### src/hdl/pru_pkg.sv
`default_nettype none

package pru_pkg;

   localparam int MAX_ROW_BYTES_DEF   = 4096;
   localparam int MAX_PIXEL_BYTES_DEF = 8;

   localparam int POS_W  = 13;
   localparam int BPP_W  = 4;
   localparam int SLOT_W = 3;
   localparam int BYTE_W = 8;
   localparam int FILT_W = 3;

   localparam logic [BYTE_W-1:0] FILTER_KINDS = 8'd5;

   localparam logic [FILT_W-1:0] FILT_NONE  = 3'd0;
   localparam logic [FILT_W-1:0] FILT_SUB   = 3'd1;
   localparam logic [FILT_W-1:0] FILT_UP    = 3'd2;
   localparam logic [FILT_W-1:0] FILT_AVG   = 3'd3;
   localparam logic [FILT_W-1:0] FILT_PAETH = 3'd4;

   localparam int CSR_IDX_W  = 1;
   localparam int CSR_DATA_W = 13;
   localparam logic [CSR_IDX_W-1:0] CSR_BYTES_PER_PIXEL = 1'b0;
   localparam logic [CSR_IDX_W-1:0] CSR_ROW_BYTES       = 1'b1;

   typedef enum logic [1:0] {
      ITEM_NONE,
      ITEM_PIXEL,
      ITEM_BAD
   } item_kind_type;

   typedef struct packed {
      logic [BYTE_W-1:0] data_byte;
      logic              image_start;
   } req_type;

   typedef struct packed {
      logic [BYTE_W-1:0] pixel_byte;
      logic              row_end;
      logic              bad_filter;
   } rsp_type;

   typedef struct packed {
      logic [BPP_W-1:0] bytes_per_pixel;
      logic [POS_W-1:0] row_length;
   } cfg_type;

   typedef struct packed {
      logic accept;
      logic advance;
   } flow_type;

   typedef struct packed {
      item_kind_type     kind;
      logic [FILT_W-1:0] filter;
      logic [POS_W-1:0]  idx;
      logic [SLOT_W-1:0] slot;
      logic              use_left;
      logic              use_upper;
      logic              last;
      logic [BYTE_W-1:0] data;
   } stage_type;

endpackage

`default_nettype wire

### src/hdl/pru_ctrl.sv
`default_nettype none

module pru_ctrl #(
   parameter int MAX_ROW_BYTES   = pru_pkg::MAX_ROW_BYTES_DEF,
   parameter int MAX_PIXEL_BYTES = pru_pkg::MAX_PIXEL_BYTES_DEF
) (
   input  wire logic               clock,
   input  wire logic               reset,
   input  wire pru_pkg::flow_type  flow,
   input  wire pru_pkg::cfg_type   cfg,
   input  wire pru_pkg::req_type   req,
   output logic                    s1_valid,
   output pru_pkg::stage_type      s1,
   output logic [(MAX_ROW_BYTES > 1 ? $clog2(MAX_ROW_BYTES) : 1)-1:0] rd_addr
);

   localparam int ADDR_W = MAX_ROW_BYTES > 1 ? $clog2(MAX_ROW_BYTES) : 1;
   localparam int HIST_W = MAX_PIXEL_BYTES > 1 ? $clog2(MAX_PIXEL_BYTES) : 1;
   localparam int LEN_W  = 17;

   logic [pru_pkg::POS_W-1:0]  pos_ff, pos_in;
   logic [pru_pkg::FILT_W-1:0] filter_ff, filter_in;
   logic                       no_prior_ff, no_prior_in;
   logic                       discard_ff, discard_in;
   logic                       s1_valid_ff, s1_valid_in;
   logic [pru_pkg::SLOT_W-1:0] mod_ff [MAX_PIXEL_BYTES];
   logic [pru_pkg::SLOT_W-1:0] mod_in [MAX_PIXEL_BYTES];
   pru_pkg::stage_type         s1_ff, s1_in;

   logic [pru_pkg::BPP_W-1:0]  eff_bpp;
   logic [LEN_W-1:0]           row_len;
   logic [pru_pkg::POS_W-1:0]  idx;
   logic                       last;

   always_comb begin
      eff_bpp = cfg.bytes_per_pixel;
      if (eff_bpp == '0) begin
         eff_bpp = pru_pkg::BPP_W'(1);
      end else if (32'(eff_bpp) > MAX_PIXEL_BYTES) begin
         eff_bpp = pru_pkg::BPP_W'(MAX_PIXEL_BYTES);
      end
      row_len = LEN_W'(cfg.row_length);
      if (row_len == '0) begin
         row_len = LEN_W'(1);
      end else if (row_len > LEN_W'(MAX_ROW_BYTES)) begin
         row_len = LEN_W'(MAX_ROW_BYTES);
      end
      idx = pos_ff - pru_pkg::POS_W'(1);
      if (LEN_W'(idx) >= LEN_W'(MAX_ROW_BYTES)) begin
         idx = pru_pkg::POS_W'(MAX_ROW_BYTES - 1);
      end
      last = LEN_W'(pos_ff) >= row_len;
   end

   always_comb begin
      pos_in      = pos_ff;
      filter_in   = filter_ff;
      no_prior_in = no_prior_ff;
      discard_in  = discard_ff;
      mod_in      = mod_ff;
      s1_in           = s1_ff;
      s1_in.kind      = pru_pkg::ITEM_NONE;
      s1_in.filter    = filter_ff;
      s1_in.idx       = idx;
      s1_in.slot      = mod_ff[HIST_W'(eff_bpp - pru_pkg::BPP_W'(1))];
      s1_in.use_left  = idx >= pru_pkg::POS_W'(eff_bpp);
      s1_in.use_upper = !no_prior_ff;
      s1_in.last      = last;
      s1_in.data      = req.data_byte;
      if (flow.accept) begin
         if (pos_ff == '0) begin
            pos_in = pru_pkg::POS_W'(1);
            if (req.image_start) begin
               no_prior_in = 1'b1;
            end
            for (int m = 0; m < MAX_PIXEL_BYTES; m++) begin
               mod_in[m] = '0;
            end
            if (req.data_byte >= pru_pkg::FILTER_KINDS) begin
               filter_in  = pru_pkg::FILT_NONE;
               discard_in = 1'b1;
               s1_in.kind = pru_pkg::ITEM_BAD;
            end else begin
               filter_in  = req.data_byte[pru_pkg::FILT_W-1:0];
               discard_in = 1'b0;
            end
         end else begin
            pos_in = last ? '0 : pos_ff + pru_pkg::POS_W'(1);
            for (int m = 0; m < MAX_PIXEL_BYTES; m++) begin
               mod_in[m] = (mod_ff[m] == pru_pkg::SLOT_W'(m)) ? '0
                                                              : mod_ff[m] + pru_pkg::SLOT_W'(1);
            end
            if (discard_ff) begin
               if (last) begin
                  discard_in = 1'b0;
               end
            end else begin
               s1_in.kind = pru_pkg::ITEM_PIXEL;
               if (last) begin
                  no_prior_in = 1'b0;
               end
            end
         end
      end
      s1_valid_in = flow.advance ? flow.accept : s1_valid_ff;
   end

   always_ff @(posedge clock) begin
      if (reset) begin
         pos_ff      <= '0;
         filter_ff   <= pru_pkg::FILT_NONE;
         no_prior_ff <= 1'b1;
         discard_ff  <= 1'b0;
         s1_valid_ff <= 1'b0;
         for (int m = 0; m < MAX_PIXEL_BYTES; m++) begin
            mod_ff[m] <= '0;
         end
      end else begin
         pos_ff      <= pos_in;
         filter_ff   <= filter_in;
         no_prior_ff <= no_prior_in;
         discard_ff  <= discard_in;
         s1_valid_ff <= s1_valid_in;
         mod_ff      <= mod_in;
      end
   end

   always_ff @(posedge clock) begin
      if (flow.advance) begin
         s1_ff <= s1_in;
      end
   end

   // While the stage is held, its own entry is read again so that the data stays aligned.
   assign rd_addr  = flow.accept ? ADDR_W'(idx) : ADDR_W'(s1_ff.idx);
   assign s1_valid = s1_valid_ff;
   assign s1       = s1_ff;

endmodule

`default_nettype wire

### config.mk
export PLATFORM = sky130hd
export DESIGN_NAME = pru_ctrl
export DESIGN_NICKNAME = d
export VERILOG_FILES = /design/src/hdl/pru_pkg.sv /design/src/hdl/pru_ctrl.sv
export SDC_FILE = /design/constraint.sdc
export NUM_CORES = 1
export LEC_CHECK = 0
export ABC_CLOCK_PERIOD_IN_PS = 4900
export BUFFER_PORTS_ARGS = -buffer_cell sky130_fd_sc_hd__buf_2
export CAP_MARGIN = 20
export CORE_ASPECT_RATIO = 2
export CORE_MARGIN = 4
export CORE_UTILIZATION = 38
export CTS_CLUSTER_SIZE = 16
export DETAILED_ROUTE_END_ITERATION = 10
export HOLD_SLACK_MARGIN = 0.03
export PLACE_DENSITY = 0.68
export SLEW_MARGIN = 10
export SYNTH_ARGS = -nofsm -noshare
export SYNTH_HDL_FRONTEND = slang
export SYNTH_SLANG_ARGS = --single-unit
### constraint.sdc
create_clock -name clock -period 4.9 [get_ports clock]
set_input_delay 0.49 -clock clock [delete_from_list [all_inputs] [get_ports clock]]
set_output_delay 0.49 -clock clock [all_outputs]
set_load 0.01 [all_outputs]
# [Word level (Yosys, flattened, before mapping)]
# Cells that the tools add are included.
[totals] out_inout_bits=45 inputBits=30 memories=0 wordCells=89 latch_bits=0 ramBits=0 romBits=0 register_bits=75
[op_classes] multipliers=0 magnitude_cmp=7 shifts=0 div_mod_pow=0 reduce_logical=8 n_eq_ne=9 n_mux=32 bitwise=1 n_addsub=11
[ops] cell="13-bit two-way mux" n=5
[ops] cell="3-bit two-way mux" n=11
[ops] cell="13-bit zero test" n=2
[ops] cell="3-bit by 1-bit adder with 3-bit output, second input constant" n=8
[ops] cell="24-bit two-way mux" n=1
[ops] cell="13-bit by 17-bit greater-or-equal comparator with 1-bit output" n=1
[ops] cell="13-bit by 1-bit adder with 13-bit output, second input constant" n=1
[ops] cell="13-bit greater-or-equal comparator, second input constant" n=1
[ops] cell="13-bit by 4-bit greater-or-equal comparator with 1-bit output" n=1
[ops] cell="13-bit > comparator, second input constant" n=1
[ops] cell="13-bit by 1-bit subtractor with 13-bit output, second input constant" n=1
[ops] cell="3-bit equality test, second input constant" n=4
[ops] cell="12-bit two-way mux" n=1
[ops] cell="3-bit binary-select mux with 3-bit select" n=1
[ops] cell="1-bit two-way mux" n=9
[ops] cell="8-bit by 3-bit greater-or-equal comparator with 1-bit output, second input constant" n=1
[ops] cell="4-bit two-way mux" n=2
[ops] cell="3-bit by 2-bit equality test with 1-bit output, second input constant" n=2
[ops] cell="4-bit greater-or-equal comparator, second input constant" n=1
[ops] cell="4-bit > comparator, second input constant" n=1
[ops] cell="4-bit zero test" n=1
[ops] cell="2-bit two-way mux" n=2
[ops] cell="3-bit NOT with 4-bit output" n=1
[ops] cell="4-bit AND reduction" n=1
[ops] cell="other kinds (8)" n=8

# [Longest topological paths before layout]
# Gate-level depths: netlist (run 1).
[depth] word_depth=8 mapped_depth=15 depth_no_buf=14

# [Least setup slack after synthesis (run 1)]
# Ideal clock, no wire load.
[synth_path] path_kind="flip-flop to flip-flop" start="register pos_ff[7] in the netlist's numbering" end="register s1_ff (netlist bit s1[10]), data pin" t_required_ns=4.628 arrival_ns=3.160 path_buffers=2 slack_ns=1.468 stages_incl_launch_ff=16 period_less_slack_ns=3.432 setup_ns=0.272 path_cell_list="dfxtp_1 buf_2 or4_4 or2_4 or4_4 and2_1 buf_6 nand2_2 inv_2 ha_1 nand2b_1 a21oi_1 nor2b_1 o21ai_0 nand2_1 or4_1"
[synth_lines] element="start: declaration" line_no="pru_ctrl.sv:21" rtl="logic [pru_pkg::POS_W-1:0] pos_ff, pos_in;"
[synth_lines] element="start signal: assignment" line_no="pru_ctrl.sv:119" rtl="pos_ff <= pos_in;"
[synth_lines] element="end signal: assignment" line_no="pru_ctrl.sv:130" rtl="s1_ff <= s1_in;"
[synth_lines] element="end: declaration" line_no="pru_ctrl.sv:28" rtl="pru_pkg::stage_type s1_ff, s1_in;"

==> results list, run 1 <==
- The first global-routing pass estimated 16670 um of wire.
- Clk_lat worst skew: 0.34 ns
- Measured in cells, the most critical reg-to-reg path has a length of 13.
- Hold Path Stages: 1
* Initial standard-cell utilization of the core: 38.51%
- Sum of negative setup slack: 0 ns
- CTS tree: yes
- Minimum setup slack after placement: 1.107 ns
- Post-DP HPWL: 7974 um
* Diode count: 0
- The setup path with the least slack is of type register to register.
* Final worst-path cycle share: 77.93%
* DRC violation count after routing: 0
* Overall routing resource usage: 17.58%
- The count of final hold-check violations is 0.
* Worst Tran Pin Value: 0.8706 ns
- Most frequent cells in the layout: 74 x buf_2, 44 x nand2_1, 43 x dfxtp_1
- On the critical path the largest part of the delay comes from simple AND/OR/NAND/NOR gates.
* Post-synthesis average cell area: 9.607 um^2
- Worst path buffer plus inverter count: 1
- Yosys mapped a number of flops with a built-in enable equal to 32.
- Critical path's largest stage delay: 0.55 ns
- CP endpoint kind: register
- R2r endpoint: s1[10]
- In this run the worst path has a maximum fanout of 19.
- Sum of routed wire length over all layers: 10480 um
* Maximum VDD drop: 0.1797 mV
- DR WL/cell: 16.74 um
- The critical path runs through a total of 13 cells.
- Tightest Hold Check Type: input pin to register
* Share of flip-flops with an asynchronous set or reset: 0%
* Die Ht: 153.7 um
- Crit path setup slack, layout: 1.081 ns
- The signal on the critical path passes through or3_1 > nand3b_2 > or4_4 > and2_1 > nand2_2 > inv_2 > ha_1 > nand2b_1 > a21oi_1 > nor2b_1 > o21ai_0 > nand2_1 > or4_1.
- The run finished with clean final reports.
- Post-CTS Hold Buffers: 0
* Clock buffer depth: 2
* Final ANT Viol Nets: 0
* Routability Congestion: 0.8677
* Relative slew slack: 41.74%
* Number of top-level pins: 75
* Quantity of gates resized following cts: 0
* Post-Synthesis Cells: 420
- CTS saw 75 sinks.
- The die is 80.87 um wide.
- Entering global routing, the biggest net connects 54 pins.
- After the last flow step, the layout net total stands at 541.
- Remaining global-route overflow: 0
- Combinational logic is responsible for 12.3% of the overall power.
- Reg2Reg Launch Point: pos_ff[2]
- The clock period could shrink to 3.819 ns.
- Max Cap Viol: 0
- Register-to-Register Setup Slack: 1.08 ns
- Final-report max-slew violation count: 0
* CP Launch Type: register
- Post-synth top flop: dfxtp_1
- After clock tree synthesis, the setup repair step added 0 buffers.
* Power dissipated by switching net loads: 407.2 uW
* Launch point of the worst hold path: req[8]
- Relative to the synthesized area, the layout overhead comes to 19.53%.
- Number of buffer cells added on primary ports: 74
* Power density over the cells: 336.4 nW/um^2
- Critical path arrival: 3.89 ns
* Yosys Warn Count: 0
- For this run, the detailed router's first-pass iteration total came to 5.
- Number of H-tree levels: 3
* Synth Cell Area: 4035 um^2
- Clock Root Buffer: clkbuf_16
- Antenna violations before repair: 0
- Number of distinct library cell variants in the gate-level netlist after synthesis: 56
* Layout cells sized above 1: 24.13%
- Static timing analysis puts the maximum clock frequency at 0.2619 GHz.
- Setup repair after global routing missed its margin: no
- TritonCTS created 9 clock buffers.
* DRC violation total after the first TritonRoute iteration: 226
* Commonest non-fill, non-tap cell in the layout: buf_2
- Internal power comes to 1215 uW.
- The number of nets in the synthesized netlist is 477.
* Setup violators final: 0
- Global routing met3 resource utilization: 2.052%
- The analysis attributes to cell leakage a power of 0.001902 uW.
- In the routed layout, each cell is associated on average with a via count of 5.307.
- Registers are responsible for 42.6% of the overall power.
- Share of total power consumed by net switching: 25.10%
* Clk_skew: 0.008089 ns
* Row count: 53
- Sequential cells were found to cover 45.15% of the synthesized design area.
- The clock network burns 45.1% of the power.
* Area of the die: 12430 um^2
- Met2 GRT Util: 34.37%
- After floorplanning, the core was sized to cover 10480 um^2.
- STA puts the critical path data required time at 4.97 ns.
- The worst hold path terminates at s1[7].
- In this run, synthesis produced a sequential element count of 75.
- Clock-pin slew of the registers on the worst-case setup and hold paths: 0.06 ns
- The via count of the first global-routing pass came to 3338.
- Global routing consumed, on the met1 layer, 15.72% of the routing resources.
- After global routing, the most crowded layer is met2.
- Total via count in the routed design: 3322
- CP max-delay cell: or4_4
cells in the mapped netlist (2+ instances only):
library cell	instances	area, um^2
nand2_1	44	165.2
dfxtp_1	43	860.8
nor2_1	41	153.9
a21oi_1	33	165.2
edfxtp_1	32	960.9
ha_1	27	337.8
nor3_1	22	110.1
inv_1	17	63.81
clkbuf_1	14	52.55
nand3_1	14	70.07
o21ai_0	12	60.06
xor2_1	11	96.34
xnor2_1	10	87.58
a31oi_1	9	56.30
buf_2	6	30.03
mux4_2	6	135.1
nand4_1	6	37.54
nor4_1	6	37.54
mux2_2	4	45.04
nand2b_1	4	25.02
or4_1	4	30.03
a2111oi_0	3	26.28
a31oi_2	3	37.54
and3_1	3	18.77
buf_6	3	33.78
nand3b_1	3	22.52
nand4b_1	3	26.28
or3_1	3	18.77
buf_1	2	7.510
mux2i_1	2	20.02
nand2_2	2	12.51
nor2b_1	2	12.51
o211a_1	2	20.02
or4_4	2	22.52
flip-flops by register name (all words and copies together), names as in the netlist:
name / flops
s1: 32
mod_ff: 24
pos_ff: 13
filter_ff: 3
discard_ff: 1
no_prior_ff: 1
s1_valid: 1
worst max path at each step:
stage                    from      to  slack, ns
detailed placement  pos_ff[2]  s1[10]       1.11
floorplan           pos_ff[7]  s1[10]       1.47
global placement    pos_ff[2]  s1[10]       1.15
global route        pos_ff[2]  s1[10]       0.87
CTS                 pos_ff[2]  s1[10]       1.09
finish              pos_ff[2]  s1[10]       1.08
cell type report:
cell class | count | area (um^2)
Tap cell | 137 | 171.4
Multi-Input combinational cell | 301 | 2024
Clock inverter | 6 | 95.09
Clock buffer | 10 | 239.0
Fill cell | 1040 | 5654
Sequential cell | 75 | 1822
Timing Repair Buffer | 78 | 400.4
Inverter | 19 | 71.32
stage by stage:
step / cell area [um^2] / hold slack, ns / power, uW / util (%) / cells
after global placement: 4489 / 0.4145 / 903.6 / 42.85 / 610
final: 4823 / 0.3405 / 1622 / 46.04 / 626
after detailed placement: 4489 / 0.4236 / 906.4 / 42.85 / 610
after global routing: 4823 / 0.3370 / 1679 / 46.04 / 626
after floorplan: 4035 / 0.4081 / 826.9 / - / 420
after CTS: 4823 / 0.3338 / 1635 / 46.04 / 626
logic make-up (layout without fill, tap and decap cells):
| logic type | after synthesis | after routing | share of synthesized area [%] |
|---|---|---|---|
| xor+xnor | 21 | 21 | 4.558 |
| mux | 12 | 12 | 4.961 |
| other cells | 1 | 1 | 0.09293 |
| simple gates | 165 | 165 | 20.16 |
| fa+ha+maj | 27 | 27 | 8.372 |
| compound gates | 75 | 75 | 11.88 |
| buf+inv | 44 | 113 | 4.837 |
| flops | 75 | 75 | 45.15 |
power by group through the flow:
stage          Clock, uW  Sequential [uW]  Combinational [uW]
3_3_place_gp           0              704                 199
2_1_floorplan          0              710                 117
3_5_place_dp           0              705                 201
5_1_grt              764              694                 221
4_1_cts              741              692                 202
6_report             731              692                 200
routing by layer:
metal | wire length [um] | vias up
li1 | - | 1648
met1 | 3427 | 1575
met2 | 6266 | 68
met3 | 280 | 31
met4 | 503 | 0
met5 | 0 | -
No activity file was read; power rests on OpenSTA's default activity.
==> run 2: changes to the inputs <==
--- a/config.mk
+++ b/config.mk
@@ -5,7 +5,7 @@
 export SDC_FILE = /design/constraint.sdc
 export NUM_CORES = 1
 export LEC_CHECK = 0
-export ABC_CLOCK_PERIOD_IN_PS = 4900
+export ABC_CLOCK_PERIOD_IN_PS = 3100
 export BUFFER_PORTS_ARGS = -buffer_cell sky130_fd_sc_hd__buf_2
 export CAP_MARGIN = 20
 export CORE_ASPECT_RATIO = 2
@@ -14,7 +14,7 @@
 export CTS_CLUSTER_SIZE = 16
 export DETAILED_ROUTE_END_ITERATION = 10
 export HOLD_SLACK_MARGIN = 0.03
-export PLACE_DENSITY = 0.68
+export PLACE_DENSITY = 0.7
 export SLEW_MARGIN = 10
 export SYNTH_ARGS = -nofsm -noshare
 export SYNTH_HDL_FRONTEND = slang
==> constraint.sdc (replaced) <==
create_clock -name clock -period 3.1 [get_ports clock]
set_input_delay 0.31 -clock clock [delete_from_list [all_inputs] [get_ports clock]]
set_output_delay 0.31 -clock clock [all_outputs]
set_load 0.01 [all_outputs]
==> run 2 against run 1 <==
Effect of this change: the run now ends with negative setup slack left; clock skew decreased by 0.00075 ns; sequential share of layout area fell by 1.1 points; final cell count up 4.0%; critical path depth unchanged; hold slack got worse by 0.18 ns; via count up 4.4%; design area is 3.1% higher; critical path type unchanged.
==> results list, run 2 (synthesis gave the netlist of run 1 again) <==
- Outcome: finished, violations left
- The final reports fail on negative setup slack.
- Routability Congestion: 0.8264
* Clock Root Buffer: clkbuf_16
- The startpoint identified for the worst hold timing path is req[6].
- Using the TritonRoute via totals, the vias-per-cell ratio works out to 5.326.
- CP max-delay cell: or4_4
* Post-DP HPWL: 8138 um
* Count of clock tree sinks: 75
- In this run the critical register-to-register path is captured at s1[10].
- Worst path buffer plus inverter count: 1
- The path class of the tightest hold or removal check is input pin to register.
- The signal on the critical path passes through or4_4 > or2_4 > or4_4 > and2_4 > nand2_2 > inv_2 > ha_1 > nand2b_4 > a21oi_2 > nor2b_1 > o21ai_1 > nand2_1 > or4_1.
- The worst setup path is launched from a register.
- Maximum VDD drop: 0.2927 mV
* Static power due to leakage: 0.002003 uW
- Antenna violations before repair: 0
- The initialized floorplan defines 53 standard-cell rows.
- Max Cap Viol: 0
- Cells with a size suffix above 1 make up 28.40% of the layout.
- Along the worst hold path, the cell count comes to 1.
* Crit-path leading delay family: simple AND/OR/NAND/NOR gates
- The routed layout has 3467 vias.
- STA classifies the critical path endpoint as a register.
- The worst pin sits at a relative slew slack of 45.84%.
- The net count of the finished layout is 566.
- Across all register-to-register paths, the minimum setup slack is -0.09 ns.
- Global routing used 17.91% of the available tracks across all layers.
* Final ANT Viol Nets: 0
- Max Clk Rate: 0.3133 GHz
- Final worst-path cycle share: 103.0%
- The register with the most flip-flops in the layout has 32 of them.
* Diode count: 0
* Final period demand of the worst path: 3.192 ns
* Sum of negative setup slack: -0.09222 ns
- The first global-routing pass estimated 16940 um of wire.
- In this run the deepest clock path goes through 2 buffers.
- In the layout the commonest cells are 74 x buf_2, 43 x nand2_1, 43 x dfxtp_1.
- Counting the fill cells in the layout gives 1041.
- Final-report max-slew violation count: 0
* Endpoints failing hold: 0
* Critical path's largest stage delay: 0.53 ns
* Clock-pin slew of the registers on the worst-case setup and hold paths: 0.06 ns
- Dividing total power by cell area gives a power density of 480.5 nW/um^2.
* Clk_lat worst skew: 0.34 ns
* Die Ht: 153.7 um
* Via count of the first global-routing pass: 3565
* End point of the worst hold path: s1[5]
* DRC violation total after the first TritonRoute iteration: 271
* Setup repair after global routing missed its margin: yes
* Number of buffer cells added on primary ports: 74
- Critical path arrival: 3.27 ns
* Remaining global-route overflow: 0
- Crit path setup slack, layout: -0.09222 ns
* Initial standard-cell utilization of the core: 38.51%
* Maximum net fanout on the critical path: 3
- Std-Cell Core Area: 10480 um^2
- Reg2Reg Launch Point: pos_ff[6]
* Synth-to-layout area growth: 23.19%
- Cell repeated most along the worst path: or4_4
- First-pass iteration count of the detailed router: 4
- DR WL/cell: 16.05 um
- Setup violators final: 1
- The die covers 12430 um^2.
- Worst Tran Pin Value: 0.8123 ns
- Utilization after layout: 47.44%
* CTS tree: yes
- On the final layout, the worst clock skew is 0.007341 ns.
- The library cell used most frequently in the layout, excluding fill and tap cells, is buf_2.
- Counting the buffers created by CTS gives 9.
- Reg2reg path depth: 13
- DRC violation count after routing: 0
- Number of top-level pins: 75
* Setup CP Type: register to register
- Entering global routing, the biggest net connects 42 pins.
- Sum of routed wire length over all layers: 10450 um
* Die Width: 80.87 um
- STA puts the critical path data required time at 3.18 ns.
* Number of H-tree levels: 3
## run 2: worst max-delay path by stage
stage / startpoint / end / slack (ns) / cells past startpoint
after CTS: pos_ff[6] / s1[10] / -0.09 / 13
after global routing: pos_ff[6] / s1[10] / -0.17 / 13
after floorplan: pos_ff[6] / s1[10] / -0.29 / 15
after detailed placement: pos_ff[6] / s1[10] / -0.15 / 13
after global placement: pos_ff[6] / s1[10] / -0.10 / 13
final: pos_ff[6] / s1[10] / -0.09 / 13
## run 2: through the flow
step                setup WS [ns]  cell area [um^2]  instances  hold WS, ns  total power (uW)
floorplan                 -0.2924              4044        420       0.4081              1309
global placement          -0.1026              4672        634       0.4174              1435
detailed placement        -0.1511              4672        634       0.4224              1445
CTS                      -0.08628              4971        651       0.1530              2414
global route              -0.1726              4971        651       0.1565              2490
finish                   -0.09222              4971        651       0.1626              2388
## run 2: area by class of cell
cell class / count / area, um^2 / share of cell area, %
well taps: 137 / 171.4 / 3.448
clock buffers: 9 / 225.2 / 4.531
inverters: 19 / 71.32 / 1.435
multi-input cells: 301 / 2041 / 41.05
repair buffers: 103 / 588.1 / 11.83
clock inverters: 7 / 52.55 / 1.057
flip-flops and latches: 75 / 1822 / 36.65
## run 2: power breakdown
part           leakage [uW]  total [uW]  switching (uW)  internal (uW)
sequential         0.000644        1090            19.5           1070
clock              0.000126         964             420            544
combinational       0.00123         336             204            132
total               0.00200        2390             643           1740
## run 2: per-layer routing
layer	vias to the layer above	GRT usage, %	wire (um)
met5	-	0	0
met4	0	12.17	521
met3	34	2.521	270
met2	77	35.19	6366
met1	1664	15.44	3292
li1	1692	-	-
## run 2: what timing repair did
item,in CTS,in global routing
setup buffers,1,0
resized for setup,3,0
pin swaps,2,0
endpoints found under the setup margin,1,1
hold buffers,0,0
