**config.mk**
```make
export PLATFORM = sky130hd
export DESIGN_NAME = pru_recon
export DESIGN_NICKNAME = d
export VERILOG_FILES = /design/src/hdl/pru_pkg.sv /design/src/hdl/pru_recon.sv
export SDC_FILE = /design/constraint.sdc
export NUM_CORES = 1
export LEC_CHECK = 0
export BUFFER_PORTS_ARGS = -buffer_cell sky130_fd_sc_hd__buf_2
export CORE_MARGIN = 5
export CORE_UTILIZATION = 40
export DETAILED_ROUTE_END_ITERATION = 6
export GPL_ROUTABILITY_DRIVEN = 1
export GPL_TIMING_DRIVEN = 1
export PLACE_DENSITY_LB_ADDON = 0.3
export RECOVER_POWER = 25
export SETUP_SLACK_MARGIN = 0.2
export SYNTH_ARGS = -nofsm -noshare
export SYNTH_HDL_FRONTEND = slang
export SYNTH_SLANG_ARGS = --single-unit
export TNS_END_PERCENT = 30
```
**constraint.sdc**
```tcl
create_clock -name clock -period 7.75 [get_ports clock]
set_input_delay 0 -clock clock [delete_from_list [all_inputs] [get_ports clock]]
set_output_delay 0 -clock clock [all_outputs]
set_load 0.02 [all_outputs]
```
**src/hdl/pru_pkg.sv**
```systemverilog
`default_nettype none

package pru_pkg;

   localparam int MAX_ROW_BYTES_DEF   = 4096;
   localparam int MAX_PIXEL_BYTES_DEF = 8;

   localparam int POS_W  = 13;
   localparam int BPP_W  = 4;
   localparam int SLOT_W = 3;
   localparam int BYTE_W = 8;
   localparam int FILT_W = 3;

   localparam logic [BYTE_W-1:0] FILTER_KINDS = 8'd5;

   localparam logic [FILT_W-1:0] FILT_NONE  = 3'd0;
   localparam logic [FILT_W-1:0] FILT_SUB   = 3'd1;
   localparam logic [FILT_W-1:0] FILT_UP    = 3'd2;
   localparam logic [FILT_W-1:0] FILT_AVG   = 3'd3;
   localparam logic [FILT_W-1:0] FILT_PAETH = 3'd4;

   localparam int CSR_IDX_W  = 1;
   localparam int CSR_DATA_W = 13;
   localparam logic [CSR_IDX_W-1:0] CSR_BYTES_PER_PIXEL = 1'b0;
   localparam logic [CSR_IDX_W-1:0] CSR_ROW_BYTES       = 1'b1;

   typedef enum logic [1:0] {
      ITEM_NONE,
      ITEM_PIXEL,
      ITEM_BAD
   } item_kind_type;

   typedef struct packed {
      logic [BYTE_W-1:0] data_byte;
      logic              image_start;
   } req_type;

   typedef struct packed {
      logic [BYTE_W-1:0] pixel_byte;
      logic              row_end;
      logic              bad_filter;
   } rsp_type;

   typedef struct packed {
      logic [BPP_W-1:0] bytes_per_pixel;
      logic [POS_W-1:0] row_length;
   } cfg_type;

   typedef struct packed {
      logic accept;
      logic advance;
   } flow_type;

   typedef struct packed {
      item_kind_type     kind;
      logic [FILT_W-1:0] filter;
      logic [POS_W-1:0]  idx;
      logic [SLOT_W-1:0] slot;
      logic              use_left;
      logic              use_upper;
      logic              last;
      logic [BYTE_W-1:0] data;
   } stage_type;

endpackage

`default_nettype wire

```
**src/hdl/pru_recon.sv**
```systemverilog
`default_nettype none

module pru_recon #(
   parameter int MAX_ROW_BYTES   = pru_pkg::MAX_ROW_BYTES_DEF,
   parameter int MAX_PIXEL_BYTES = pru_pkg::MAX_PIXEL_BYTES_DEF
) (
   input  wire logic                        clock,
   input  wire logic                        reset,
   input  wire pru_pkg::flow_type           flow,
   input  wire logic                        s1_valid,
   input  wire pru_pkg::stage_type          s1,
   input  wire logic [pru_pkg::BYTE_W-1:0]  rd_data,
   input  wire logic                        rsp_ready,
   output logic                             rsp_valid,
   output pru_pkg::rsp_type                 rsp_data,
   output logic                             wr_en,
   output logic [(MAX_ROW_BYTES > 1 ? $clog2(MAX_ROW_BYTES) : 1)-1:0] wr_addr,
   output logic [pru_pkg::BYTE_W-1:0]       wr_data
);

   localparam int ADDR_W = MAX_ROW_BYTES > 1 ? $clog2(MAX_ROW_BYTES) : 1;
   localparam int HIST_W = MAX_PIXEL_BYTES > 1 ? $clog2(MAX_PIXEL_BYTES) : 1;

   logic [pru_pkg::BYTE_W-1:0] left_ff  [MAX_PIXEL_BYTES];
   logic [pru_pkg::BYTE_W-1:0] upper_ff [MAX_PIXEL_BYTES];
   logic                       rsp_valid_ff;
   pru_pkg::rsp_type           rsp_data_ff;

   logic [HIST_W-1:0]          slot;
   logic [pru_pkg::BYTE_W-1:0] a, b, c, paeth, pred, val;
   logic [8:0]                 sum_ab;
   logic signed [9:0]          d_bc, d_ac;
   logic signed [10:0]         d_p;
   logic [9:0]                 pa, pb, pc;
   logic                       fire, pixel;

   always_comb begin
      slot   = HIST_W'(s1.slot);
      a      = s1.use_left ? left_ff[slot] : '0;
      b      = s1.use_upper ? rd_data : '0;
      c      = (s1.use_left && s1.use_upper) ? upper_ff[slot] : '0;
      sum_ab = {1'b0, a} + {1'b0, b};
      // Distances from a + b - c to a, b and c.
      d_bc = $signed({2'b0, b}) - $signed({2'b0, c});
      d_ac = $signed({2'b0, a}) - $signed({2'b0, c});
      d_p  = $signed({3'b0, a}) + $signed({3'b0, b}) - $signed({2'b0, c, 1'b0});
      pa   = d_bc[9] ? 10'(-d_bc) : 10'(d_bc);
      pb   = d_ac[9] ? 10'(-d_ac) : 10'(d_ac);
      pc   = d_p[10] ? 10'(-d_p) : 10'(d_p);
      if (pa <= pb && pa <= pc) begin
         paeth = a;
      end else if (pb <= pc) begin
         paeth = b;
      end else begin
         paeth = c;
      end
      case (s1.filter)
         pru_pkg::FILT_SUB: begin
            pred = a;
         end
         pru_pkg::FILT_UP: begin
            pred = b;
         end
         pru_pkg::FILT_AVG: begin
            pred = sum_ab[8:1];
         end
         pru_pkg::FILT_PAETH: begin
            pred = paeth;
         end
         default: begin
            pred = '0;
         end
      endcase
      val   = s1.data + pred;
      fire  = s1_valid && flow.advance;
      pixel = fire && (s1.kind == pru_pkg::ITEM_PIXEL);
   end

   always_ff @(posedge clock) begin
      if (reset) begin
         for (int i = 0; i < MAX_PIXEL_BYTES; i++) begin
            left_ff[i]  <= '0;
            upper_ff[i] <= '0;
         end
      end else if (pixel) begin
         left_ff[slot]  <= val;
         upper_ff[slot] <= b;
      end
   end

   always_ff @(posedge clock) begin
      if (reset) begin
         rsp_valid_ff <= 1'b0;
      end else if (fire && s1.kind != pru_pkg::ITEM_NONE) begin
         rsp_valid_ff <= 1'b1;
      end else if (rsp_ready) begin
         rsp_valid_ff <= 1'b0;
      end
   end

   always_ff @(posedge clock) begin
      if (fire && s1.kind != pru_pkg::ITEM_NONE) begin
         if (s1.kind == pru_pkg::ITEM_BAD) begin
            rsp_data_ff.pixel_byte <= '0;
            rsp_data_ff.row_end    <= 1'b0;
            rsp_data_ff.bad_filter <= 1'b1;
         end else begin
            rsp_data_ff.pixel_byte <= val;
            rsp_data_ff.row_end    <= s1.last;
            rsp_data_ff.bad_filter <= 1'b0;
         end
      end
   end

   assign rsp_valid = rsp_valid_ff;
   assign rsp_data  = rsp_data_ff;
   assign wr_en     = pixel;
   assign wr_addr   = ADDR_W'(s1.idx);
   assign wr_data   = val;

endmodule

`default_nettype wire

```
# After elaboration in Yosys (flattened, before gate mapping)
# Memories as Yosys holds them, arrays and structs flattened.
# Index checks and enable logic that the tools add are counted.
[totals] register_bits=11 latch_bits=0 ramBits=128 mem_bits_ro=0 in_bits=46 word_cells=56 mem_count=2
[mem_list] memory="left_ff" words=8 word_bits=8 rd=1 rd_clocked_by_memory_dff=0 write_ports=8 line_no="pru_recon.sv:24" rtl="logic [pru_pkg::BYTE_W-1:0] left_ff [MAX_PIXEL_BYTES];"
[mem_list] memory="upper_ff" words=8 word_bits=8 rd=1 rd_clocked_by_memory_dff=0 write_ports=8 line_no="pru_recon.sv:25" rtl="logic [pru_pkg::BYTE_W-1:0] upper_ff [MAX_PIXEL_BYTES];"
[classes] add_sub_neg=9 n_mul=0 div_mod_pow=0 magnitude_cmp=3 eq_ne=6 shift=0 mux=23 bitwise=0 reduce_logical=9
[ops] operator="2-to-1 mux 8 bit" count=7
[ops] operator="case mux 8 bit (4 select lines)" count=1
[ops] operator="<= comparator 10 bit" count=3
[ops] operator="2-to-1 mux 10 bit" count=3
[ops] operator="negator 9 -> 10 bit" count=2
[ops] operator="adder 8 x 8 -> 9 bit" count=2
[ops] operator="subtractor 8 x 8 -> 9 bit" count=2
[ops] operator="OR reduction 8 bit" count=2
[ops] operator="2-to-1 mux 1 bit" count=10
[ops] operator="negator 10 bit" count=1
[ops] operator="subtractor 9 x 9 -> 10 bit" count=1
[ops] operator="adder 8 bit" count=1
[ops] operator="equality test 3 x 2 -> 1 bit, second input constant" count=2
[ops] operator="2-to-1 mux 3 bit" count=2
[ops] operator="logical AND 1 bit" count=5
[ops] operator="nonzero test 2 bit" count=2
[ops] operator="equality test 3 x 1 -> 1 bit, second input constant" count=1
[ops] operator="equality test 3 bit, second input constant" count=1
[ops] operator="equality test 2 x 1 -> 1 bit, second input constant" count=1
[ops] operator="equality test 2 bit, second input constant" count=1

# Logic depth before layout (Yosys ltp)
# Gate-level depths: netlist (run 1).
# An unclocked memory read counts as a cell.
[depth] word_depth=12 mapped_depth=43 mapped_depth_nobuf=39

# Worst setup path after synthesis (run 1)
# No wires, ideal clock.
[synth_timing] path_type="in2reg" startpoint="input port s1[12] (netlist name)" endpoint="register rsp_data_ff, in the netlist rsp_data[9] (data pin)" setup_ns=0.270 arrival_time_ns=7.874 slack_ns=-0.393 cell_stages=40 path_buffers=4 path_cell_list="clkbuf_1 -> nor3b_1 -> clkbuf_1 -> a221oi_1 -> a21boi_0 -> ha_1 -> nor2b_1 -> o211ai_1 -> a21oi_1 -> a21o_1 -> a21o_1 -> nand2b_1 -> xnor2_1 -> inv_1 -> ha_1 -> a21o_1 -> a21o_1 -> a211o_1 -> [4 not listed] -> o21ai_2 -> buf_4 -> a31oi_1 -> o21ai_1 -> a21o_1 -> ha_1 -> a21o_1 -> a21oi_1 -> o21bai_1 -> a21oi_1 -> o21bai_1 -> a21oi_1 -> xnor2_1 -> nor3_1 -> nand2_1 -> o2111a_1 -> buf_2 -> a21oi_1"
[synth_between] elab_chain_cells=11 word_cells_on_any_way=23 cone_classes="add/sub (9); order compare (3); mux (8); reduce/logical (1); memory (2)"
[synth_rtl] item="start: declaration" line_no="pru_recon.sv:11" rtl="input wire pru_pkg::stage_type s1,"
[synth_rtl] item="memory (8 x 8 bit)"
[synth_rtl] item="2-to-1 mux 8 bit" line_no="pru_recon.sv:39" rtl="a = s1.use_left ? left_ff[slot] : '0;"
[synth_rtl] item="adder 8 x 8 -> 9 bit" line_no="pru_recon.sv:42, pru_recon.sv:46"
[synth_rtl] item="subtractor 9 x 9 -> 10 bit" line_no="pru_recon.sv:46" rtl="d_p = $signed({3'b0, a}) + $signed({3'b0, b}) - $signed({2'b0, c, 1'b0});"
[synth_rtl] item="negator 10 bit" line_no="pru_recon.sv:49" rtl="pc = d_p[10] ? 10'(-d_p) : 10'(d_p);"
[synth_rtl] item="2-to-1 mux 10 bit" line_no="pru_recon.sv:49"
[synth_rtl] item="<= comparator 10 bit (on tied branches)" line_no="pru_recon.sv:52, pru_recon.sv:50"
[synth_rtl] item="2-to-1 mux 8 bit / logical AND 1 bit (equally long branches)" line_no="pru_recon.sv:52, pru_recon.sv:50"
[synth_rtl] item="2-to-1 mux 8 bit" line_no="pru_recon.sv:50" rtl="if (pa <= pb && pa <= pc) begin"
[synth_rtl] item="case mux 8 bit (4 select lines) (*)" line_no="pru_recon.sv:57" rtl="case (s1.filter)"
[synth_rtl] item="adder 8 bit (*)" line_no="pru_recon.sv:74" rtl="val = s1.data + pred;"
[synth_rtl] item="end: declaration" line_no="pru_recon.sv:27" rtl="pru_pkg::rsp_type rsp_data_ff;"
# Every way passes the cells marked *; elsewhere a longest branch is shown, timed or not.
# A chain may end at the register's enable or synchronous reset.

# Final worst setup path (run 1)
[layout_timing] startpoint="memory left_ff[3][0] (netlist name)" endpoint="output port wr_data[7] (netlist name)"
[layout_between] elab_chain_cells=11 word_cells_on_any_way=18 cone_classes="add/sub (7); order compare (3); mux (6); reduce/logical (1); memory (1)"
[layout_rtl] item="start: declaration" line_no="pru_recon.sv:24"
[layout_rtl] item="memory (8 x 8 bit) (*)"
[layout_rtl] item="2-to-1 mux 8 bit (*)" line_no="pru_recon.sv:39"
[layout_rtl] item="adder 8 x 8 -> 9 bit" line_no="pru_recon.sv:42, pru_recon.sv:46"
[layout_rtl] item="subtractor 9 x 9 -> 10 bit" line_no="pru_recon.sv:46"
[layout_rtl] item="negator 10 bit" line_no="pru_recon.sv:49"
[layout_rtl] item="2-to-1 mux 10 bit" line_no="pru_recon.sv:49"
[layout_rtl] item="<= comparator 10 bit (on tied branches)" line_no="pru_recon.sv:52, pru_recon.sv:50"
[layout_rtl] item="2-to-1 mux 8 bit / logical AND 1 bit (equally long branches)" line_no="pru_recon.sv:52, pru_recon.sv:50"
[layout_rtl] item="2-to-1 mux 8 bit" line_no="pru_recon.sv:50"
[layout_rtl] item="case mux 8 bit (4 select lines) (*)" line_no="pru_recon.sv:57"
[layout_rtl] item="adder 8 bit (*)" line_no="pru_recon.sv:74"
[layout_rtl] item="end: declaration" line_no="pru_recon.sv:18" rtl="output logic [pru_pkg::BYTE_W-1:0] wr_data"
# Marks and branches as above.

==> impl_metrics.json, run 1 <==
{
  "path_max_fanout": 4,
  "area_growth_syn_to_layout_pct": 32.3,
  "synth_area_leader_cell": "sky130_fd_sc_hd__edfxtp_1",
  "clock-sinks": 139,
  "run_status": "completed",
  "synth_compound_area_frac": 0.170,
  "grt_antenna_before_repair": 0,
  "worstPathRequired_ns": 7.75,
  "post-dp-hpwl_um": 19700,
  "power.static_leakage_nw": 5.09,
  "synth_top_cells_by_area": "sky130_fd_sc_hd__edfxtp_1 (45%), sky130_fd_sc_hd__ha_1 (9.4%), sky130_fd_sc_hd__nor2_1 (6.6%), sky130_fd_sc_hd__a22oi_1 (4.0%), sky130_fd_sc_hd__xnor2_1 (2.6%)",
  "synth_simple_gate_area_frac": 0.153,
  "fmax_ghz": 0.131,
  "hold_class": "in2out",
  "worst_skew_pair.late_latency_ns": 0.43,
  "gpl.final_weighted_congestion": 0.913,
  "cts_max_level": 4,
  "ir_worst_vdd_uv": 217,
  "proportion_of_register_bits_with_asynchronous_set_or_reset_after_synthesis": 0,
  "synth_xor_xnor_area_share": 0.0432,
  "worst_setup_hold_path_clk_slew_ns": 0.06,
  "tritoncts_clock_tree": "done",
  "arrival_ns": 7.61,
  "setup-violations-final": 0,
  "layout-drive-gt1-share": 0.306,
  "layout.nets": 1233,
  "tritoncts.num_buffers": 17,
  "drv_cap": 0,
  "final_area_um2": 12200,
  "postRouteWirelength_um": 29600,
  "synthesized_area_fraction_occupied_by_adder_cells": 0.118,
  "powerDensity_nw_per_um2": 254,
  "grt_use_total": 0.220,
  "synth-seq-cells": 139,
  "worst_path_most_repeated_cell": "sky130_fd_sc_hd__buf_6",
  "grt_overflow_total": 0,
  "die_height_um": 162,
  "synthDominantCellAreaShare": 0.450,
  "synth_ff_type": "sky130_fd_sc_hd__edfxtp_1",
  "std_cell_rows": 55,
  "total_i_o_pin_count": 78,
  "tightest_slew_ns": 1.11,
  "port-buffer-count": 51,
  "grt_max_degree": 17,
  "postSynthCellCount": 917,
  "synth_sequential_area_ratio": 0.452,
  "timing.final.max_slew_violations": 0,
  "synth-warning-count": 0,
  "critical_path_max_stage_delay_ns": 0.33,
  "drt-wirelength-per-cell_um": 21.1,
  "first_global_vias": 7710,
  "layout_min_cycle_time_ns": 7.61,
  "drt_pass1_iterations": 5,
  "drt-initial-drc-count": 744,
  "cts.path.max_buffers": 2,
  "worst_path_slowest_cell": "sky130_fd_sc_hd__edfxtp_1",
  "fin_util": 0.538,
  "hold_depth": 0,
  "drc": 0,
  "antennaDiodeCount": 0,
  "rr_worst_depth": 56,
  "mappedNetlistArea_um2": 9200,
  "detail-route-antenna-nets": 0,
  "number_of_failing_hold_endpoints_at_the_final_stage": 0,
  "clockRootBuffer": "sky130_fd_sc_hd__clkbuf_16",
  "core-area_um2": 22600,
  "finClkSkew_ns": 0.0119,
  "syn_area_per_cell_um2": 10.0,
  "floorplan.die_area_um2": 26100,
  "rsz0062_at_grt": "yes",
  "yosysUniqueCellTypes": 70,
  "dominant_combinational_cell_family_by_area_after_synthesis": "compound AO/OA/AOI/OAI gates",
  "muxShareOfSynthArea": 0.0103,
  "timing.max_slew.rel_slack": 0.263,
  "die_width_um": 162,
  "floorplan.initialDensity": 0.407,
  "path_class": "reg2out",
  "dpl_cell_area_um2": 10400,
  "setup.worst_path.start_class": "flip-flop",
  "finalCritPeriodShare": 0.982,
  "route.detailed.vias_per_inst": 5.73,
  "detailroute.via_count": 8054,
  "synth_enable_flop_cells": 138,
  "cp-end-kind": "output pin",
  "grt_first_pass_wirelength_um": 44300
}
## kinds of logic (layout without fill, tap and decap cells)
kind of cell | after synthesis | after routing
AOI/OAI and AO/OA | 222 | 222
xor gates and xnor gates | 43 | 43
adders and majority gates | 80 | 80
buffers and inverters | 114 | 315
DFF | 139 | 139
muxes | 9 | 9
other | 2 | 4
and+or+nand+nor | 308 | 308
## flip-flops by register name (all words and copies together) (netlist names)
register / count
left_ff: 64
rsp_valid: 1
upper_ff: 64
rsp_data: 10
## worst max-delay path, delay by kind of cell, from the launching register on
kind | cells | cell delay [ns]
buffers and inverters | 39 | 4.43
AOI/OAI and AO/OA | 10 | 1.27
and+or+nand+nor | 3 | 0.47
DFF | 1 | 0.33
muxes | 1 | 0.30
adders and majority gates | 1 | 0.18
xor gates and xnor gates | 1 | 0.16
## final timing paths
| check | from | endpoint | slack, ns |
|---|---|---|---|
| max | left_ff[3][0] | wr_data[7] | 0.14 |
| min reg2reg | rsp_valid | rsp_valid | 1.05 |
| min | s1[15] | wr_addr[1] | 0.000009 |
| max reg2reg | left_ff[3][0] | left_ff[5][7] | 0.15 |
## per-stage QoR
stage | power (W) | std cells | hold WS [ns] | setup TNS [ns] | setup WS [ns]
after floorplan | 0.00163 | 919 | 0.113 | 0 | 0.215
after global placement | 0.00196 | 1296 | 0.000137 | -1.65 | -0.171
after detailed placement | 0.00197 | 1296 | 0.000137 | -2.70 | -0.295
after CTS | 0.00294 | 1389 | 0.000137 | 0 | 0.189
after global routing | 0.00324 | 1405 | 0.0000292 | -0.984 | -0.126
final | 0.00309 | 1405 | 0.00000881 | 0 | 0.141
## cells in the mapped netlist (8+ instances only)
| cell type | n |
|---|---|
| sky130_fd_sc_hd__a21o_1 | 17 |
| sky130_fd_sc_hd__a21oi_1 | 44 |
| sky130_fd_sc_hd__a22o_1 | 9 |
| sky130_fd_sc_hd__a22oi_1 | 49 |
| sky130_fd_sc_hd__and3_1 | 11 |
| sky130_fd_sc_hd__buf_4 | 13 |
| sky130_fd_sc_hd__clkbuf_1 | 35 |
| sky130_fd_sc_hd__edfxtp_1 | 138 |
| sky130_fd_sc_hd__fa_1 | 11 |
| sky130_fd_sc_hd__ha_1 | 69 |
| sky130_fd_sc_hd__inv_1 | 61 |
| sky130_fd_sc_hd__mux2i_1 | 8 |
| sky130_fd_sc_hd__nand2_1 | 51 |
| sky130_fd_sc_hd__nand2b_1 | 16 |
| sky130_fd_sc_hd__nand3_1 | 8 |
| sky130_fd_sc_hd__nand4_1 | 9 |
| sky130_fd_sc_hd__nor2_1 | 162 |
| sky130_fd_sc_hd__nor2b_1 | 10 |
| sky130_fd_sc_hd__o21ai_0 | 31 |
| sky130_fd_sc_hd__xnor2_1 | 27 |
| sky130_fd_sc_hd__xor2_1 | 14 |
## repair_timing
item	in CTS	in global routing
hold buffers	3	0
hold endpoints to repair	2	0
gates resized for setup	73	76
endpoints found under the setup margin	12	31
buffers inserted	58	16
pin swaps	67	47
## placed cells by master, fill, tap and decap left out, types with 8 or more instances in the layout
cell type	count
sky130_fd_sc_hd__mux2i_1	8
sky130_fd_sc_hd__and3_1	11
sky130_fd_sc_hd__inv_2	8
sky130_fd_sc_hd__edfxtp_1	138
sky130_fd_sc_hd__a22o_1	9
sky130_fd_sc_hd__ha_1	59
sky130_fd_sc_hd__ha_4	9
sky130_fd_sc_hd__xor2_1	10
sky130_fd_sc_hd__a22oi_1	46
sky130_fd_sc_hd__clkbuf_16	17
sky130_fd_sc_hd__buf_2	34
sky130_fd_sc_hd__xnor2_1	22
sky130_fd_sc_hd__buf_6	29
sky130_fd_sc_hd__nand2b_1	15
sky130_fd_sc_hd__inv_1	52
sky130_fd_sc_hd__a21oi_1	29
sky130_fd_sc_hd__nand4_1	9
sky130_fd_sc_hd__nor2_1	149
sky130_fd_sc_hd__nand2_1	49
sky130_fd_sc_hd__clkbuf_1	15
sky130_fd_sc_hd__buf_4	137
sky130_fd_sc_hd__nor2_4	8
sky130_fd_sc_hd__a21o_1	17
sky130_fd_sc_hd__o21ai_0	25
sky130_fd_sc_hd__a21oi_2	15
## power by group
part           total [W]  leakage (nW)  switching (W)  internal, W
logic            0.00138          3.43       0.000730     0.000645
clock network   0.000841         0.287       0.000308     0.000532
registers       0.000874          1.37      0.0000108     0.000863
## layout make-up
class	instances	area, µm²
fill	1943	10500
multi-input combinational	666	5140
sequential	139	4160
timing repair buffer	221	1680
clock buffer	18	429
tap	285	357
inverter	62	235
clock inverter	14	178
## routing by layer
metal	share of wire	global-route usage	vias up	routed length (µm)
li1	-	-	3702	-
met1	0.43	0.299	3939	12800
met2	0.48	0.361	355	14100
met3	0.069	0.0424	58	2030
met4	0.025	0.0665	0	728
met5	0	0	-	0
Power figures use the tool's default switching activity.
==> inputs of run 2 (changes only) <==
==> constraint.sdc (replaced) <==
create_clock -name clock -period 7.4 [get_ports clock]
set_input_delay 0 -clock clock [delete_from_list [all_inputs] [get_ports clock]]
set_output_delay 0 -clock clock [all_outputs]
set_load 0.02 [all_outputs]
==> run 2 against run 1 <==
The run now ends with negative setup slack left. Sequential cell count is the same. Cell count is 1.1% higher. Worst setup slack got worse by 0.48 ns. Core utilization is 0.088 points higher. Non-clock buffer count increased by 16. Sequential power rose by 4.8%. Register-to-register slack worse by 0.46 ns. Critical path depth down 14. Final area is 0.16% higher. Global-route usage down 0.16 points. Critical path type unchanged.
==> impl_metrics.json, run 2 (synthesis results as in run 1) <==
{
  "run_status": "finished with violations",
  "violations_in_the_final_reports": "negative setup slack",
  "finClkSkew_ns": 0.00986,
  "power.switching_w": 0.00110,
  "drt-initial-drc-count": 715,
  "drt-wirelength-per-cell_um": 20.3,
  "worst_skew_pair.late_latency_ns": 0.42,
  "detailroute.via_count": 7905,
  "grt_first_pass_wirelength_um": 44700,
  "drv_cap": 0,
  "worst_path_most_repeated_cell": "sky130_fd_sc_hd__a21o_1",
  "postRouteWirelength_um": 28900,
  "route.detailed.vias_per_inst": 5.56,
  "setup-violations-final": 9,
  "floorplan.die_area_um2": 26100,
  "fmax_ghz": 0.129,
  "rsz0062_at_grt": "yes",
  "ir_worst_vdd_uv": 224,
  "path_max_fanout": 8,
  "timing.final.max_slew_violations": 0,
  "detail-route-antenna-nets": 0,
  "tritoncts.num_buffers": 17,
  "timing.max_slew.rel_slack": 0.254,
  "antennaDiodeCount": 0,
  "power.combinational.fraction": 0.446,
  "layout.nets": 1249,
  "worstPathRequired_ns": 7.40,
  "number_of_failing_hold_endpoints_at_the_final_stage": 0,
  "clockRootBuffer": "sky130_fd_sc_hd__clkbuf_16",
  "clock-sinks": 139,
  "grt_max_degree": 17,
  "final_cell_count_no_fill": 1421,
  "path_class": "reg2out",
  "internal-power_w": 0.00223,
  "cts_max_level": 4,
  "die_width_um": 162,
  "pwr-share-clk": 0.279,
  "total_i_o_pin_count": 78,
  "seq_power_share": 0.275,
  "layout.filler_cells": 1955,
  "worst-path-buf-inv": 6,
  "core-area_um2": 22600,
  "powerDensity_nw_per_um2": 273,
  "grt_overflow_total": 0,
  "std_cell_rows": 55,
  "cpLargestDelayFamily": "compound AO/OA/AOI/OAI gates",
  "tritoncts_clock_tree": "done",
  "fin_ws_ns": -0.340,
  "post-dp-hpwl_um": 20600,
  "arrival_ns": 7.74,
  "finalCritPeriodShare": 1.05,
  "gpl.final_weighted_congestion": 0.894,
  "dpl_cell_area_um2": 10900,
  "drt_pass1_iterations": 5,
  "tightest_slew_ns": 1.12,
  "hold_class": "in2out",
  "drc": 0,
  "setup.worst_path.start_class": "flip-flop",
  "cp-end-kind": "output pin",
  "layout-drive-gt1-share": 0.300,
  "layout_min_cycle_time_ns": 7.74,
  "worst_path_slowest_cell": "sky130_fd_sc_hd__or4_4",
  "area_growth_syn_to_layout_pct": 32.5,
  "first_global_vias": 7998,
  "final_area_um2": 12200,
  "cts.path.max_buffers": 2,
  "top_library_cells_by_usage_in_the_layout_fill_and_taps_aside": "sky130_fd_sc_hd__buf_4 (164), sky130_fd_sc_hd__nor2_1 (156), sky130_fd_sc_hd__edfxtp_1 (138)",
  "die_height_um": 162,
  "power_switching_share": 0.330,
  "power.static_leakage_nw": 5.21,
  "port-buffer-count": 51,
  "worst_setup_hold_path_clk_slew_ns": 0.06,
  "dp.cells": 1358,
  "grt_antenna_before_repair": 0,
  "critical_path_max_stage_delay_ns": 0.44,
  "grt_use_total": 0.218,
  "floorplan.initialDensity": 0.407,
  "mostFrequentLayoutCell": "sky130_fd_sc_hd__buf_4"
}
-- run 2: changes by cell type in the layout (fill, tap and decap cells not counted), moves of 5 or more --
cell                     change
sky130_fd_sc_hd__buf_4      +27
sky130_fd_sc_hd__buf_6      -12
sky130_fd_sc_hd__ha_1        +5
sky130_fd_sc_hd__ha_4        -5
sky130_fd_sc_hd__nor2_1      +7
sky130_fd_sc_hd__nor2_4      -6
-- run 2: final timing paths --
kind	start	endpoint	slack (ns)	cells past startpoint
hold reg to reg	rsp_valid	rsp_valid	1.04	3
setup / recovery	left_ff[7][0]	wr_data[7]	-0.34	41
setup reg to reg	left_ff[7][0]	left_ff[0][7]	-0.31	42
hold / removal	s1[16]	wr_addr[2]	0.000008	0
-- run 2: routing by layer --
metal | vias to the layer above | wire (µm) | GRT usage
met1 | 3832 | 12400 | 0.295
li1 | 3735 | - | -
met2 | 284 | 13900 | 0.368
met5 | - | 0 | 0
met4 | 0 | 759 | 0.0627
met3 | 54 | 1780 | 0.0337
-- run 2: timing repair --
| action | in CTS | in global routing |
|---|---|---|
| pin swaps | 37 | 20 |
| setup endpoints to repair | 50 | 52 |
| gates resized for setup | 76 | 23 |
| hold buffers | 3 | 0 |
| setup buffers | 24 | 4 |
| endpoints found under the hold margin | 2 | 0 |
-- run 2: worst reg2reg max path, delay by kind of cell (launching register included) --
kind                       cells  cell delay (ns)
AOI/OAI and AO/OA             24             3.77
and+or+nand+nor                4             0.99
buffers and inverters          7             0.92
adders and majority gates      4             0.92
DFF                            1             0.33
muxes                          1             0.31
xor gates and xnor gates       2             0.29
-- run 2: area by class of cell --
class,count,area [µm²],share of cell area
Clock buffer,17,425,0.0349
Clock inverter,15,221,0.0182
Inverter,62,238,0.0195
Multi-Input combinational cell,666,4980,0.408
Sequential cell,139,4160,0.341
Tap cell,285,357,0.0292
Timing Repair Buffer,237,1810,0.148
-- run 2: power groups by stage --
| stage | Combinational, W | Clock [W] | Sequential (W) |
|---|---|---|---|
| floorplan | 0.000791 | 0 | 0.000932 |
| global placement | 0.00125 | 0 | 0.000930 |
| detailed placement | 0.00127 | 0 | 0.000931 |
| CTS | 0.00143 | 0.000930 | 0.000915 |
| global route | 0.00161 | 0.000964 | 0.000919 |
| finish | 0.00149 | 0.000929 | 0.000916 |
-- run 2: stage by stage --
step	TNS [ns]	hold WS, ns	util	total power [W]	worst slack, ns
after floorplan	0	0.113	-	0.00172	0.254
after global placement	-11.05	0.000137	0.483	0.00218	-0.558
after detailed placement	-12.15	0.000137	0.483	0.00220	-0.603
after CTS	-0.349	0.000137	0.535	0.00328	-0.220
after global routing	-10.22	0.0000292	0.539	0.00349	-0.701
final	-2.58	0.00000774	0.539	0.00333	-0.340
